$ cat src/rtl/rbc_pkg.sv
package rbc_pkg;

  localparam int TIMER_BITS = 10;
  localparam int CLAMP_BITS = (TIMER_BITS > 10) ? TIMER_BITS : 10;
  localparam logic [TIMER_BITS-1:0] TMR_MAX = {TIMER_BITS{1'b1}};

  typedef enum logic [2:0] {
    EV_NONE    = 3'd0,
    EV_PRESS   = 3'd1,
    EV_RELEASE = 3'd2,
    EV_PULSE   = 3'd3,
    EV_HOLD    = 3'd4
  } event_t;

  typedef enum logic [2:0] {
    CFG_PULSE_TICKS     = 3'd0,
    CFG_HOLD_TICKS      = 3'd1,
    CFG_BLINK_ON_TICKS  = 3'd2,
    CFG_BLINK_OFF_TICKS = 3'd3,
    CFG_BLINK_COUNT     = 3'd4
  } cfg_index_t;

  typedef struct packed {
    logic [9:0] pulse_ticks;
    logic [9:0] hold_ticks;
    logic [7:0] blink_on_ticks;
    logic [7:0] blink_off_ticks;
    logic [2:0] blink_count;
  } cfg_t;

  typedef struct packed {
    logic   ext_reset_pin;
    logic   led_drive;
    logic   led_held;
    logic   reset_request;
    event_t event_code;
  } result_t;

  function automatic logic [TIMER_BITS-1:0] load_tmr(input logic [9:0] v);
    logic [CLAMP_BITS-1:0] ext;
    ext = CLAMP_BITS'(v);
    if (ext == '0) begin
      return TIMER_BITS'(1);
    end else if (ext > CLAMP_BITS'(TMR_MAX)) begin
      return TMR_MAX;
    end
    return ext[TIMER_BITS-1:0];
  endfunction

  function automatic logic [7:0] at_least_one8(input logic [7:0] v);
    return (v == 8'd0) ? 8'd1 : v;
  endfunction

endpackage

$ cat src/rtl/rbc_core.sv
module rbc_core
  import rbc_pkg::*;
(
  input  logic    clk,
  input  logic    rst,
  input  logic    step,
  input  logic    button,
  input  cfg_t    cfg,
  output result_t res
);

  typedef enum logic [1:0] {
    PH_IDLE = 2'd0,
    PH_ON   = 2'd1,
    PH_WAIT = 2'd2
  } phase_t;

  logic                  primed, primed_next;
  logic                  last_button, last_button_next;
  phase_t                pulse_phase, pulse_phase_next;
  logic [TIMER_BITS-1:0] pulse_timer, pulse_timer_next;
  logic [TIMER_BITS-1:0] hold_timer, hold_timer_next;
  logic                  pin_level, pin_level_next;
  logic                  led_level, led_level_next;
  logic                  led_hold, led_hold_next;
  logic                  blinking, blinking_next;
  logic [2:0]            blinks_done, blinks_done_next;
  logic [7:0]            blink_timer, blink_timer_next;
  logic                  request_latched, request_latched_next;
  event_t                ev;
  logic [2:0]            count_min;

  always_comb begin
    primed_next          = primed;
    last_button_next     = last_button;
    pulse_phase_next     = pulse_phase;
    pulse_timer_next     = pulse_timer;
    hold_timer_next      = hold_timer;
    pin_level_next       = pin_level;
    led_level_next       = led_level;
    led_hold_next        = led_hold;
    blinking_next        = blinking;
    blinks_done_next     = blinks_done;
    blink_timer_next     = blink_timer;
    request_latched_next = request_latched;
    ev                   = EV_NONE;
    count_min            = (cfg.blink_count == 3'd0) ? 3'd1 : cfg.blink_count;

    if (request_latched) begin
      // Frozen until reset.
    end else if (blinking) begin
      if (blink_timer > 8'd1) begin
        blink_timer_next = blink_timer - 8'd1;
      end else if (led_level) begin
        led_level_next   = 1'b0;
        blink_timer_next = at_least_one8(cfg.blink_off_ticks);
      end else begin
        blinks_done_next = blinks_done + 3'd1;
        if (blinks_done_next >= count_min) begin
          blinking_next        = 1'b0;
          request_latched_next = 1'b1;
          blink_timer_next     = 8'd0;
        end else begin
          led_level_next   = 1'b1;
          blink_timer_next = at_least_one8(cfg.blink_on_ticks);
        end
      end
    end else if (!primed) begin
      primed_next      = 1'b1;
      last_button_next = button;
    end else begin
      if (button != last_button) begin
        ev               = button ? EV_PRESS : EV_RELEASE;
        last_button_next = button;
      end else if (pulse_timer != '0) begin
        pulse_timer_next = pulse_timer - TIMER_BITS'(1);
        if (pulse_timer_next == '0) begin
          ev = EV_PULSE;
        end
      end else if (hold_timer != '0) begin
        hold_timer_next = hold_timer - TIMER_BITS'(1);
        if (hold_timer_next == '0) begin
          ev = EV_HOLD;
        end
      end

      unique case (ev)
        EV_PRESS: begin
          if (pulse_phase == PH_IDLE) begin
            pulse_timer_next = load_tmr(cfg.pulse_ticks);
            hold_timer_next  = load_tmr(cfg.hold_ticks);
            pin_level_next   = 1'b1;
            led_hold_next    = 1'b1;
            led_level_next   = 1'b1;
            pulse_phase_next = PH_ON;
          end
        end
        EV_RELEASE: begin
          if (pulse_phase == PH_WAIT) begin
            pulse_phase_next = PH_IDLE;
          end
          hold_timer_next = '0;
        end
        EV_PULSE: begin
          pin_level_next   = 1'b0;
          led_level_next   = 1'b0;
          led_hold_next    = 1'b0;
          pulse_phase_next = PH_WAIT;
        end
        EV_HOLD: begin
          led_hold_next    = 1'b1;
          led_level_next   = 1'b1;
          blinking_next    = 1'b1;
          blinks_done_next = 3'd0;
          blink_timer_next = at_least_one8(cfg.blink_on_ticks);
        end
        default: begin
        end
      endcase
    end

    res.ext_reset_pin = pin_level_next;
    res.led_drive     = led_level_next;
    res.led_held      = led_hold_next;
    res.reset_request = request_latched_next;
    res.event_code    = ev;
  end

  always_ff @(posedge clk) begin
    if (rst) begin
      primed          <= 1'b0;
      last_button     <= 1'b0;
      pulse_phase     <= PH_IDLE;
      pulse_timer     <= '0;
      hold_timer      <= '0;
      pin_level       <= 1'b1;
      led_level       <= 1'b0;
      led_hold        <= 1'b0;
      blinking        <= 1'b0;
      blinks_done     <= 3'd0;
      blink_timer     <= 8'd0;
      request_latched <= 1'b0;
    end else if (step) begin
      primed          <= primed_next;
      last_button     <= last_button_next;
      pulse_phase     <= pulse_phase_next;
      pulse_timer     <= pulse_timer_next;
      hold_timer      <= hold_timer_next;
      pin_level       <= pin_level_next;
      led_level       <= led_level_next;
      led_hold        <= led_hold_next;
      blinking        <= blinking_next;
      blinks_done     <= blinks_done_next;
      blink_timer     <= blink_timer_next;
      request_latched <= request_latched_next;
    end
  end

  a_request_sticky: assert property (@(posedge clk) disable iff (rst)
    request_latched |=> request_latched)
    else $error("reset request dropped without reset");

  a_blink_or_request: assert property (@(posedge clk) disable iff (rst)
    !(blinking && request_latched))
    else $error("blinking while reset request is latched");

  a_pulse_timer_phase: assert property (@(posedge clk) disable iff (rst)
    (pulse_phase == PH_ON) == (pulse_timer != '0))
    else $error("pulse timer and pulse phase disagree");

endmodule

$ cat src/rtl/reset_button_controller.sv
// Push-button reset controller. Each input transaction is one sampling tick whose tdata bit 0
// is the button level; every tick produces exactly one output transaction carrying the reset
// pin level, the LED level and ownership, the sticky system reset request and the event taken
// on that tick. The state update is made of combinational compares and decrements, so one
// tick is accepted every clock cycle unless the skid entry is full; its result is registered
// on the output, and a two-entry output buffer accepts one more tick when the output stalls.
// Configuration registers are written through the cfg channel, which is always ready.
module reset_button_controller
  import rbc_pkg::*;
(
  input  logic       clk,
  input  logic       rst,
  input  logic       s_axis_tvalid,
  output logic       s_axis_tready,
  input  logic [7:0] s_axis_tdata,  // [0] button_pressed, [7:1] zero
  output logic       m_axis_tvalid,
  input  logic       m_axis_tready,
  output logic [7:0] m_axis_tdata,  // [0] ext_reset_pin, [1] led_drive, [2] led_held,
                                    // [3] reset_request, [6:4] event_code, [7] zero
  input  logic       cfg_valid,
  output logic       cfg_ready,
  input  logic [2:0] cfg_index,
  input  logic [9:0] cfg_data
);

  cfg_t    cfg;
  result_t res;
  result_t out_data;
  result_t skid_data;
  logic    out_valid;
  logic    skid_valid;
  logic    accept;

  assign cfg_ready     = 1'b1;
  assign s_axis_tready = !skid_valid;
  assign accept        = s_axis_tvalid && s_axis_tready;

  always_ff @(posedge clk) begin
    if (rst) begin
      cfg.pulse_ticks     <= 10'd10;
      cfg.hold_ticks      <= 10'd100;
      cfg.blink_on_ticks  <= 8'd4;
      cfg.blink_off_ticks <= 8'd6;
      cfg.blink_count     <= 3'd5;
    end else if (cfg_valid) begin
      unique case (cfg_index)
        CFG_PULSE_TICKS:     cfg.pulse_ticks     <= cfg_data;
        CFG_HOLD_TICKS:      cfg.hold_ticks      <= cfg_data;
        CFG_BLINK_ON_TICKS:  cfg.blink_on_ticks  <= cfg_data[7:0];
        CFG_BLINK_OFF_TICKS: cfg.blink_off_ticks <= cfg_data[7:0];
        CFG_BLINK_COUNT:     cfg.blink_count     <= cfg_data[2:0];
        default: begin
        end
      endcase
    end
  end

  rbc_core u_core (
    .clk    (clk),
    .rst    (rst),
    .step   (accept),
    .button (s_axis_tdata[0]),
    .cfg    (cfg),
    .res    (res)
  );

  always_ff @(posedge clk) begin
    if (rst) begin
      out_valid  <= 1'b0;
      skid_valid <= 1'b0;
    end else if (m_axis_tready || !out_valid) begin
      if (skid_valid) begin
        out_data   <= skid_data;
        out_valid  <= 1'b1;
        skid_valid <= 1'b0;
      end else if (accept) begin
        out_data  <= res;
        out_valid <= 1'b1;
      end else begin
        out_valid <= 1'b0;
      end
    end else if (accept) begin
      skid_data  <= res;
      skid_valid <= 1'b1;
    end
  end

  assign m_axis_tvalid = out_valid;
  assign m_axis_tdata  = {1'b0, out_data.event_code, out_data.reset_request,
                          out_data.led_held, out_data.led_drive, out_data.ext_reset_pin};

  a_skid_behind_out: assert property (@(posedge clk) disable iff (rst)
    skid_valid |-> out_valid)
    else $error("skid entry held with empty output register");

  a_no_accept_when_full: assert property (@(posedge clk) disable iff (rst)
    (skid_valid && !m_axis_tready) |=> skid_valid && out_valid)
    else $error("buffered result lost while output stalled");

  a_result_move: assert property (@(posedge clk) disable iff (rst)
    (skid_valid && m_axis_tready) |=> out_valid && !skid_valid)
    else $error("buffered result not moved to output");

endmodule

$ cat config.mk
export PLATFORM = sky130hd
export DESIGN_NAME = reset_button_controller
export DESIGN_NICKNAME = d
export VERILOG_FILES = /design/src/rtl/rbc_pkg.sv /design/src/rtl/rbc_core.sv /design/src/rtl/reset_button_controller.sv
export SDC_FILE = /design/constraint.sdc
export NUM_CORES = 1
export LEC_CHECK = 0
export ABC_CLOCK_PERIOD_IN_PS = 2400
export BUFFER_PORTS_ARGS = -buffer_cell sky130_fd_sc_hd__buf_2
export CELL_PAD_IN_SITES_DETAIL_PLACEMENT = 2
export CELL_PAD_IN_SITES_GLOBAL_PLACEMENT = 2
export CORE_MARGIN = 1
export CORE_UTILIZATION = 33
export CTS_CLUSTER_DIAMETER = 50
export DETAILED_ROUTE_END_ITERATION = 16
export PLACE_DENSITY_LB_ADDON = 0.1
export SLEW_MARGIN = 25
export SYNTH_ARGS = -nofsm -noshare
export SYNTH_HDL_FRONTEND = slang
export SYNTH_SLANG_ARGS = --single-unit
export TNS_END_PERCENT = 1
$ cat constraint.sdc
create_clock -name clk -period 2.4 [get_ports clk]
set_input_delay 0.12 -clock clk [delete_from_list [all_inputs] [get_ports clk]]
set_output_delay 0.12 -clock clk [all_outputs]
set_load 0.1 [all_outputs]
==> results of run 1 <==
==> power breakdown <==
group	internal (mW)	total (mW)	switching [mW]	leakage, nW
Combinational	0.334	0.856	0.522	1.51
Sequential	1.66	1.71	0.0524	0.786
Clock	0.832	1.51	0.681	0.148
Total	2.83	4.08	1.26	2.44
==> cells by family after synthesis <==
family | after synthesis
buf+inv | 64
other cells | 2
compound gates | 187
flops | 95
xor+xnor | 13
fa+ha+maj | 12
mux | 5
simple gates | 278
==> critical path: stages (launching register included) <==
cell and delay, ns:
sky130_fd_sc_hd__dfxtp_4 0.36, sky130_fd_sc_hd__inv_2 0.07, sky130_fd_sc_hd__ha_4 0.13, sky130_fd_sc_hd__or3b_4 0.37
sky130_fd_sc_hd__or4b_4 0.54, sky130_fd_sc_hd__nand3_4 0.13, sky130_fd_sc_hd__a21o_1 0.19, sky130_fd_sc_hd__buf_6 0.12
sky130_fd_sc_hd__o22ai_2 0.08, sky130_fd_sc_hd__a31oi_1 0.27
==> sequential cells by signal, summed over array words and instances, names as in the netlist <==
signal and cells:
m_axis_tvalid 1, u_core.request_latched 1, u_core.pulse_phase 2, u_core.led_hold 1
u_core.primed 1, u_core.hold_timer 10, u_core.pulse_timer 10, u_core.blinking 1
m_axis_tdata 7, u_core.led_level 1, u_core.blinks_done 3, u_core.pin_level 1
u_core.last_button 1, skid_valid 1, cfg 39, skid_data 7
u_core.blink_timer 8
==> area by class of cell <==
cell class	count	area [µm²]	area share
clock inverter	5	37.5	0.00586
tap	211	264	0.0412
multi-input combinational	497	3060	0.478
timing repair buffer	90	628	0.0980
sequential	95	2050	0.320
inverter	25	93.8	0.0146
clock buffer	11	275	0.0430
==> through the flow <==
step | utilization | area (µm²) | setup WS, ns | std cells
floorplan | - | 5230 | 0.140 | 656
global placement | 0.383 | 5870 | -0.0842 | 912
detailed placement | 0.383 | 5870 | -0.253 | 912
CTS | 0.406 | 6210 | -0.102 | 928
global route | 0.418 | 6410 | -0.141 | 934
finish | 0.418 | 6410 | -0.0611 | 934
==> cell usage in the layout, fill, tap and decap left out, drive strengths merged, types with 4 or more instances in the layout <==
cell and n:
a211oi 6, a21oi 68, a22oi 11, a311oi 5
a31oi 11, a41oi 4, and3 6, buf 90
clkbuf 11, dfxtp 81, edfxtp 14, ha 12
inv 25, nand2 122, nand2b 7, nand3 16
nand3b 11, nor2 51, nor2b 4, nor3 12
nor3b 5, nor4 10, o211ai 6, o21ai 41
o22ai 7, o31ai 8, or2 4, or3 7
or4 6, xnor2 7, xor2 6
==> worst min path at each step <==
stage | start | end | cells after the start
floorplan | cfg_data[0] | cfg[0] | 1
global placement | cfg_data[9] | cfg[38] | 3
detailed placement | cfg_data[9] | cfg[28] | 3
CTS | cfg_data[9] | cfg[28] | 3
global route | cfg_data[9] | cfg[38] | 3
finish | cfg_data[9] | cfg[38] | 3
==> repair_timing <==
action                                 4_1_cts  5_1_grt
gates cloned                                 0        0
pin swaps                                    3       12
setup buffers                                0        6
gates resized for setup                      7       33
endpoints found under the hold margin        0        0
setup endpoints to repair                   30       32
==> per-layer routing <==
| layer | wire length (µm) | up-vias | part of all wire | track usage |
|---|---|---|---|---|
| met1 | 8660 | 2547 | 0.47 | 0.308 |
| met5 | 0 | - | 0 | 0 |
| met3 | 357 | 15 | 0.020 | 0.0275 |
| met4 | 234 | 0 | 0.013 | 0.0623 |
| li1 | - | 2476 | - | - |
| met2 | 9050 | 66 | 0.49 | 0.396 |
==> impl_metrics.ini, run 1 <==
[drt]
detail_route.iter0.violations = 232
wl_per_cell_um = 19.6
ant_nets = 0
detailroute.via_count = 5104
drcViolationCount = 0
total_wire_length_after_detailed_routing_mm = 18.3
firstDrtPassIters = 4
avgViaCountPerCell = 5.46

[placed_design]
place_hpwl_mm = 13.5
placement.io_buffers = 27
routabilityCongestion = 0.827

[critical_path]
setup.worst_path.class = flip-flop to flip-flop
worst-path-max-fanout = 5
cells_on_worst_reg2reg_path = 9
timing.critical_path.from_type = flip-flop
worst_r2r_endpoint = skid_data[5]
worstSetupEndpoint = skid_data[5]
r2r_slack_ns = -0.06
r2r-start = u_core.hold_timer[0]
cp.required_ns = 2.57
critPathCaptureType = flip-flop
crit_arrival_ns = 2.63
critPathLaunch = u_core.hold_timer[0]

[timing]
final-hold-violation-count = 0
maxSlewHeadroom = 0.542
setup_viol = 1
max_slew.worst_pin.slew_ns = 0.685
maximum_achievable_frequency_mhz = 406
timing.hold.ws_ns = 0.0433
slew_viol_final = 0
aggregate_negative_setup_slack_ns = -0.0611
layout_min_cycle_time_ns = 2.46
period_share = 1.03
skew_ns = 0.0135
fin_ws_ns = -0.0611
grt_setup_unrepaired = true

[layout]
antenna_cells = 0
num-nets-final = 756
fillerInstances = 1767
areaGrowthSynthToFinish_pct = 22.5
drive_gt1_frac = 0.213

[synth]
ys_ff_latch = 95
warnings_from_yosys = 0
post_synth_fa_ha_maj_area_fraction = 0.0287
netlist_instances = 656
multiplexer_area_fraction_after_synthesis = 0.0103
synth-edff-count = 14
synthXorXnorAreaFrac = 0.0218
synth_top_family_by_area = simple AND/OR/NAND/NOR gates
synth_simple_gate_area_frac = 0.268
syn-cell-area_um2 = 5230
synthMostInstantiatedCell = sky130_fd_sc_hd__nand2_1
syn-num-nets = 694
yosys-top-cells-count = sky130_fd_sc_hd__nand2_1 (121), sky130_fd_sc_hd__dfxtp_1 (81), sky130_fd_sc_hd__a21oi_1 (68), sky130_fd_sc_hd__nor2_1 (50), sky130_fd_sc_hd__o21ai_0 (40)
ys.flop_type = sky130_fd_sc_hd__dfxtp_1
ys_seq_area_frac = 0.391
synth_top_area_share = 0.310
synth_cell_type_count = 72
yosys-top-cells-area = sky130_fd_sc_hd__dfxtp_1 (31%), sky130_fd_sc_hd__nand2_1 (8.7%), sky130_fd_sc_hd__edfxtp_1 (8.0%)
synth_area_leader_cell = sky130_fd_sc_hd__dfxtp_1
synth-async-reset-ratio = 0
synth_compound_gate_area_share = 0.223
postSynthAreaPerCell_um2 = 7.97

[clock_tree]
cts.htree.levels = 3
clkSinkCount = 95
cts-root-to-sink-buffers = 2
cts_root_buffer = sky130_fd_sc_hd__clkbuf_16
tritoncts_clock_tree = yes
clk-insertion-delay-late_ns = 0.35
numCtsBuffers = 9
cts.clk_slew.worst_paths_ns = 0.07
cts_hold_repair.buffers = 0

[die]
starting_density_of_the_core = 0.341
fp.dieArea_um2 = 16400
std_cell_rows = 45
die_height_um = 128
design.core.area_um2 = 15300
ports = 37
die_width_um = 128

[pwr]
power.density_cell_area_nw_per_um2 = 637
fin_total_pwr_mw = 4.08
ir_worst_vdd_uv = 365
power_leakage_nw = 2.44

[status]
result_of_the_run = finished with violations
failed_checks = negative setup slack

[grt]
grt_usage = 0.232
grt_pass1_wl_mm = 29.2
antenna_found_initial = 0
grt_pass1_vias = 5386
grt_start_max_net_pins = 66
overflow = 0

[job]
max-cap-violations = 0

[hold_path]
hold_path_class = primary input to flip-flop
No activity file was read; power rests on OpenSTA's default activity.
==> run 2: changes to the inputs <==
Settings changed: PLACE_DENSITY_LB_ADDON 0.1 to 0.2.
==> impl_metrics.ini, run 2 (synthesis gave the netlist of run 1 again) <==
[status]
result_of_the_run = finished with violations
failed_checks = negative setup slack

[grt]
overflow = 0
grt_usage = 0.228
grt_pass1_vias = 5454
grt_start_max_net_pins = 73
grt_pass1_wl_mm = 29.0
antenna_found_initial = 0

[die]
die_width_um = 128
die_height_um = 128
starting_density_of_the_core = 0.341
ports = 37
std_cell_rows = 45
design.core.area_um2 = 15300
fp.dieArea_um2 = 16400

[layout]
num-nets-final = 748
biggestRegsByFlops = cfg (39), u_core.hold_timer (10), u_core.pulse_timer (10)
finalNonFillerCells = 926
antenna_cells = 0
max_ffs_per_register = 39
areaGrowthSynthToFinish_pct = 20.3
final_cell_area_um2 = 6290
commonest_cells_after_routing_fill_and_taps_aside = sky130_fd_sc_hd__nand2_1 (121), sky130_fd_sc_hd__dfxtp_1 (81), sky130_fd_sc_hd__a21oi_1 (67)
fillerInstances = 1770
register_containing_the_most_flip_flops_in_the_final_layout = cfg
mostFrequentLayoutCell = sky130_fd_sc_hd__nand2_1
drive_gt1_frac = 0.192
utilization = 0.411

[drt]
detail_route.iter0.violations = 266
avgViaCountPerCell = 5.48
drcViolationCount = 0
total_wire_length_after_detailed_routing_mm = 18.2
firstDrtPassIters = 4
ant_nets = 0
wl_per_cell_um = 19.7
detailroute.via_count = 5074

[timing]
maxSlewHeadroom = 0.573
period_share = 1.00
layout_min_cycle_time_ns = 2.41
skew_ns = 0.00465
fin_ws_ns = -0.0112
final-hold-violation-count = 0
grt_setup_unrepaired = true
max_slew.worst_pin.slew_ns = 0.638
slew_viol_final = 0
maximum_achievable_frequency_mhz = 415
setup_viol = 1

[pwr]
fin_total_pwr_mw = 4.08
power.density_cell_area_nw_per_um2 = 649
ir_worst_vdd_uv = 319
power_leakage_nw = 2.38

[placed_design]
detailed_place.area_um2 = 5850
place_hpwl_mm = 13.1
routabilityCongestion = 0.778
dp_slack_ns = -0.223
placement.io_buffers = 27
placed_cells_incl_taps = 909

[clock_tree]
numCtsBuffers = 9
cts.htree.levels = 3
cts_root_buffer = sky130_fd_sc_hd__clkbuf_16
clkSinkCount = 95
cts-root-to-sink-buffers = 2
cts.clk_slew.worst_paths_ns = 0.07
clk-insertion-delay-late_ns = 0.35
tritoncts_clock_tree = yes

[critical_path]
cp.required_ns = 2.58
worst-path-max-fanout = 6
setup.worst_path.class = flip-flop to flip-flop
r2r_slack_ns = -0.01
timing.critical_path.from_type = flip-flop
crit_arrival_ns = 2.59
critPathCaptureType = flip-flop

[hold_path]
hold_path_class = primary input to flip-flop

[job]
max-cap-violations = 0
run 2: critical path, stage by stage, from the launching register on:
cell                        delay (ns)
sky130_fd_sc_hd__dfxtp_1          0.39
sky130_fd_sc_hd__inv_1            0.06
sky130_fd_sc_hd__ha_1             0.21
sky130_fd_sc_hd__buf_4            0.16
sky130_fd_sc_hd__nor2_1           0.12
sky130_fd_sc_hd__nand3_1          0.14
sky130_fd_sc_hd__a2111oi_4        0.37
sky130_fd_sc_hd__buf_4            0.20
sky130_fd_sc_hd__buf_4            0.12
sky130_fd_sc_hd__o2bb2ai_1        0.14
sky130_fd_sc_hd__nand2_1          0.13
sky130_fd_sc_hd__a31oi_1          0.20
run 2: what timing repair did:
| action | in CTS | in global routing |
|---|---|---|
| hold buffers | 0 | 0 |
| resized for setup | 5 | 18 |
| setup endpoints to repair | 23 | 31 |
| pin swaps | 3 | 6 |
| buffers inserted | 0 | 1 |
run 2: where the power goes:
part	internal (mW)	total, mW	switching [mW]	leakage (nW)
clock	0.876	1.55	0.676	0.157
sequential	1.66	1.71	0.0457	0.784
combinational	0.309	0.823	0.514	1.44
run 2: path summary, 6_finish.rpt:
kind | start | to | depth (start not counted)
worst min register to register | cfg[3] | cfg[3] | 2
worst min-delay path | cfg_data[9] | cfg[28] | 3
worst max register to register | u_core.hold_timer[0] | m_axis_tdata[2] | 11
worst max-delay path | u_core.hold_timer[0] | m_axis_tdata[2] | 11
run 2: final cells by class:
type | instances | area (µm²) | area share
Clock buffer | 11 | 253 | 0.0402
Clock inverter | 5 | 61.3 | 0.00975
Inverter | 25 | 93.8 | 0.0149
Multi-Input combinational cell | 497 | 3010 | 0.479
Sequential cell | 95 | 2040 | 0.325
Tap cell | 211 | 264 | 0.0420
Timing Repair Buffer | 82 | 564 | 0.0897
run 2: layer usage:
metal,GRT usage,vias to the layer above,routed length [µm]
met3,0.0255,15,314
li1,-,2449,-
met4,0.0588,0,227
met2,0.389,60,8890
met5,0,-,0
met1,0.305,2550,8800
run 2: through the flow:
step           hold WS (ns)  setup TNS [ns]
2_1_floorplan         0.238               0
3_3_place_gp          0.377           -1.34
3_5_place_dp          0.387           -2.45
4_1_cts              0.0116               0
5_1_grt              0.0338           -1.06
6_report             0.0215         -0.0112
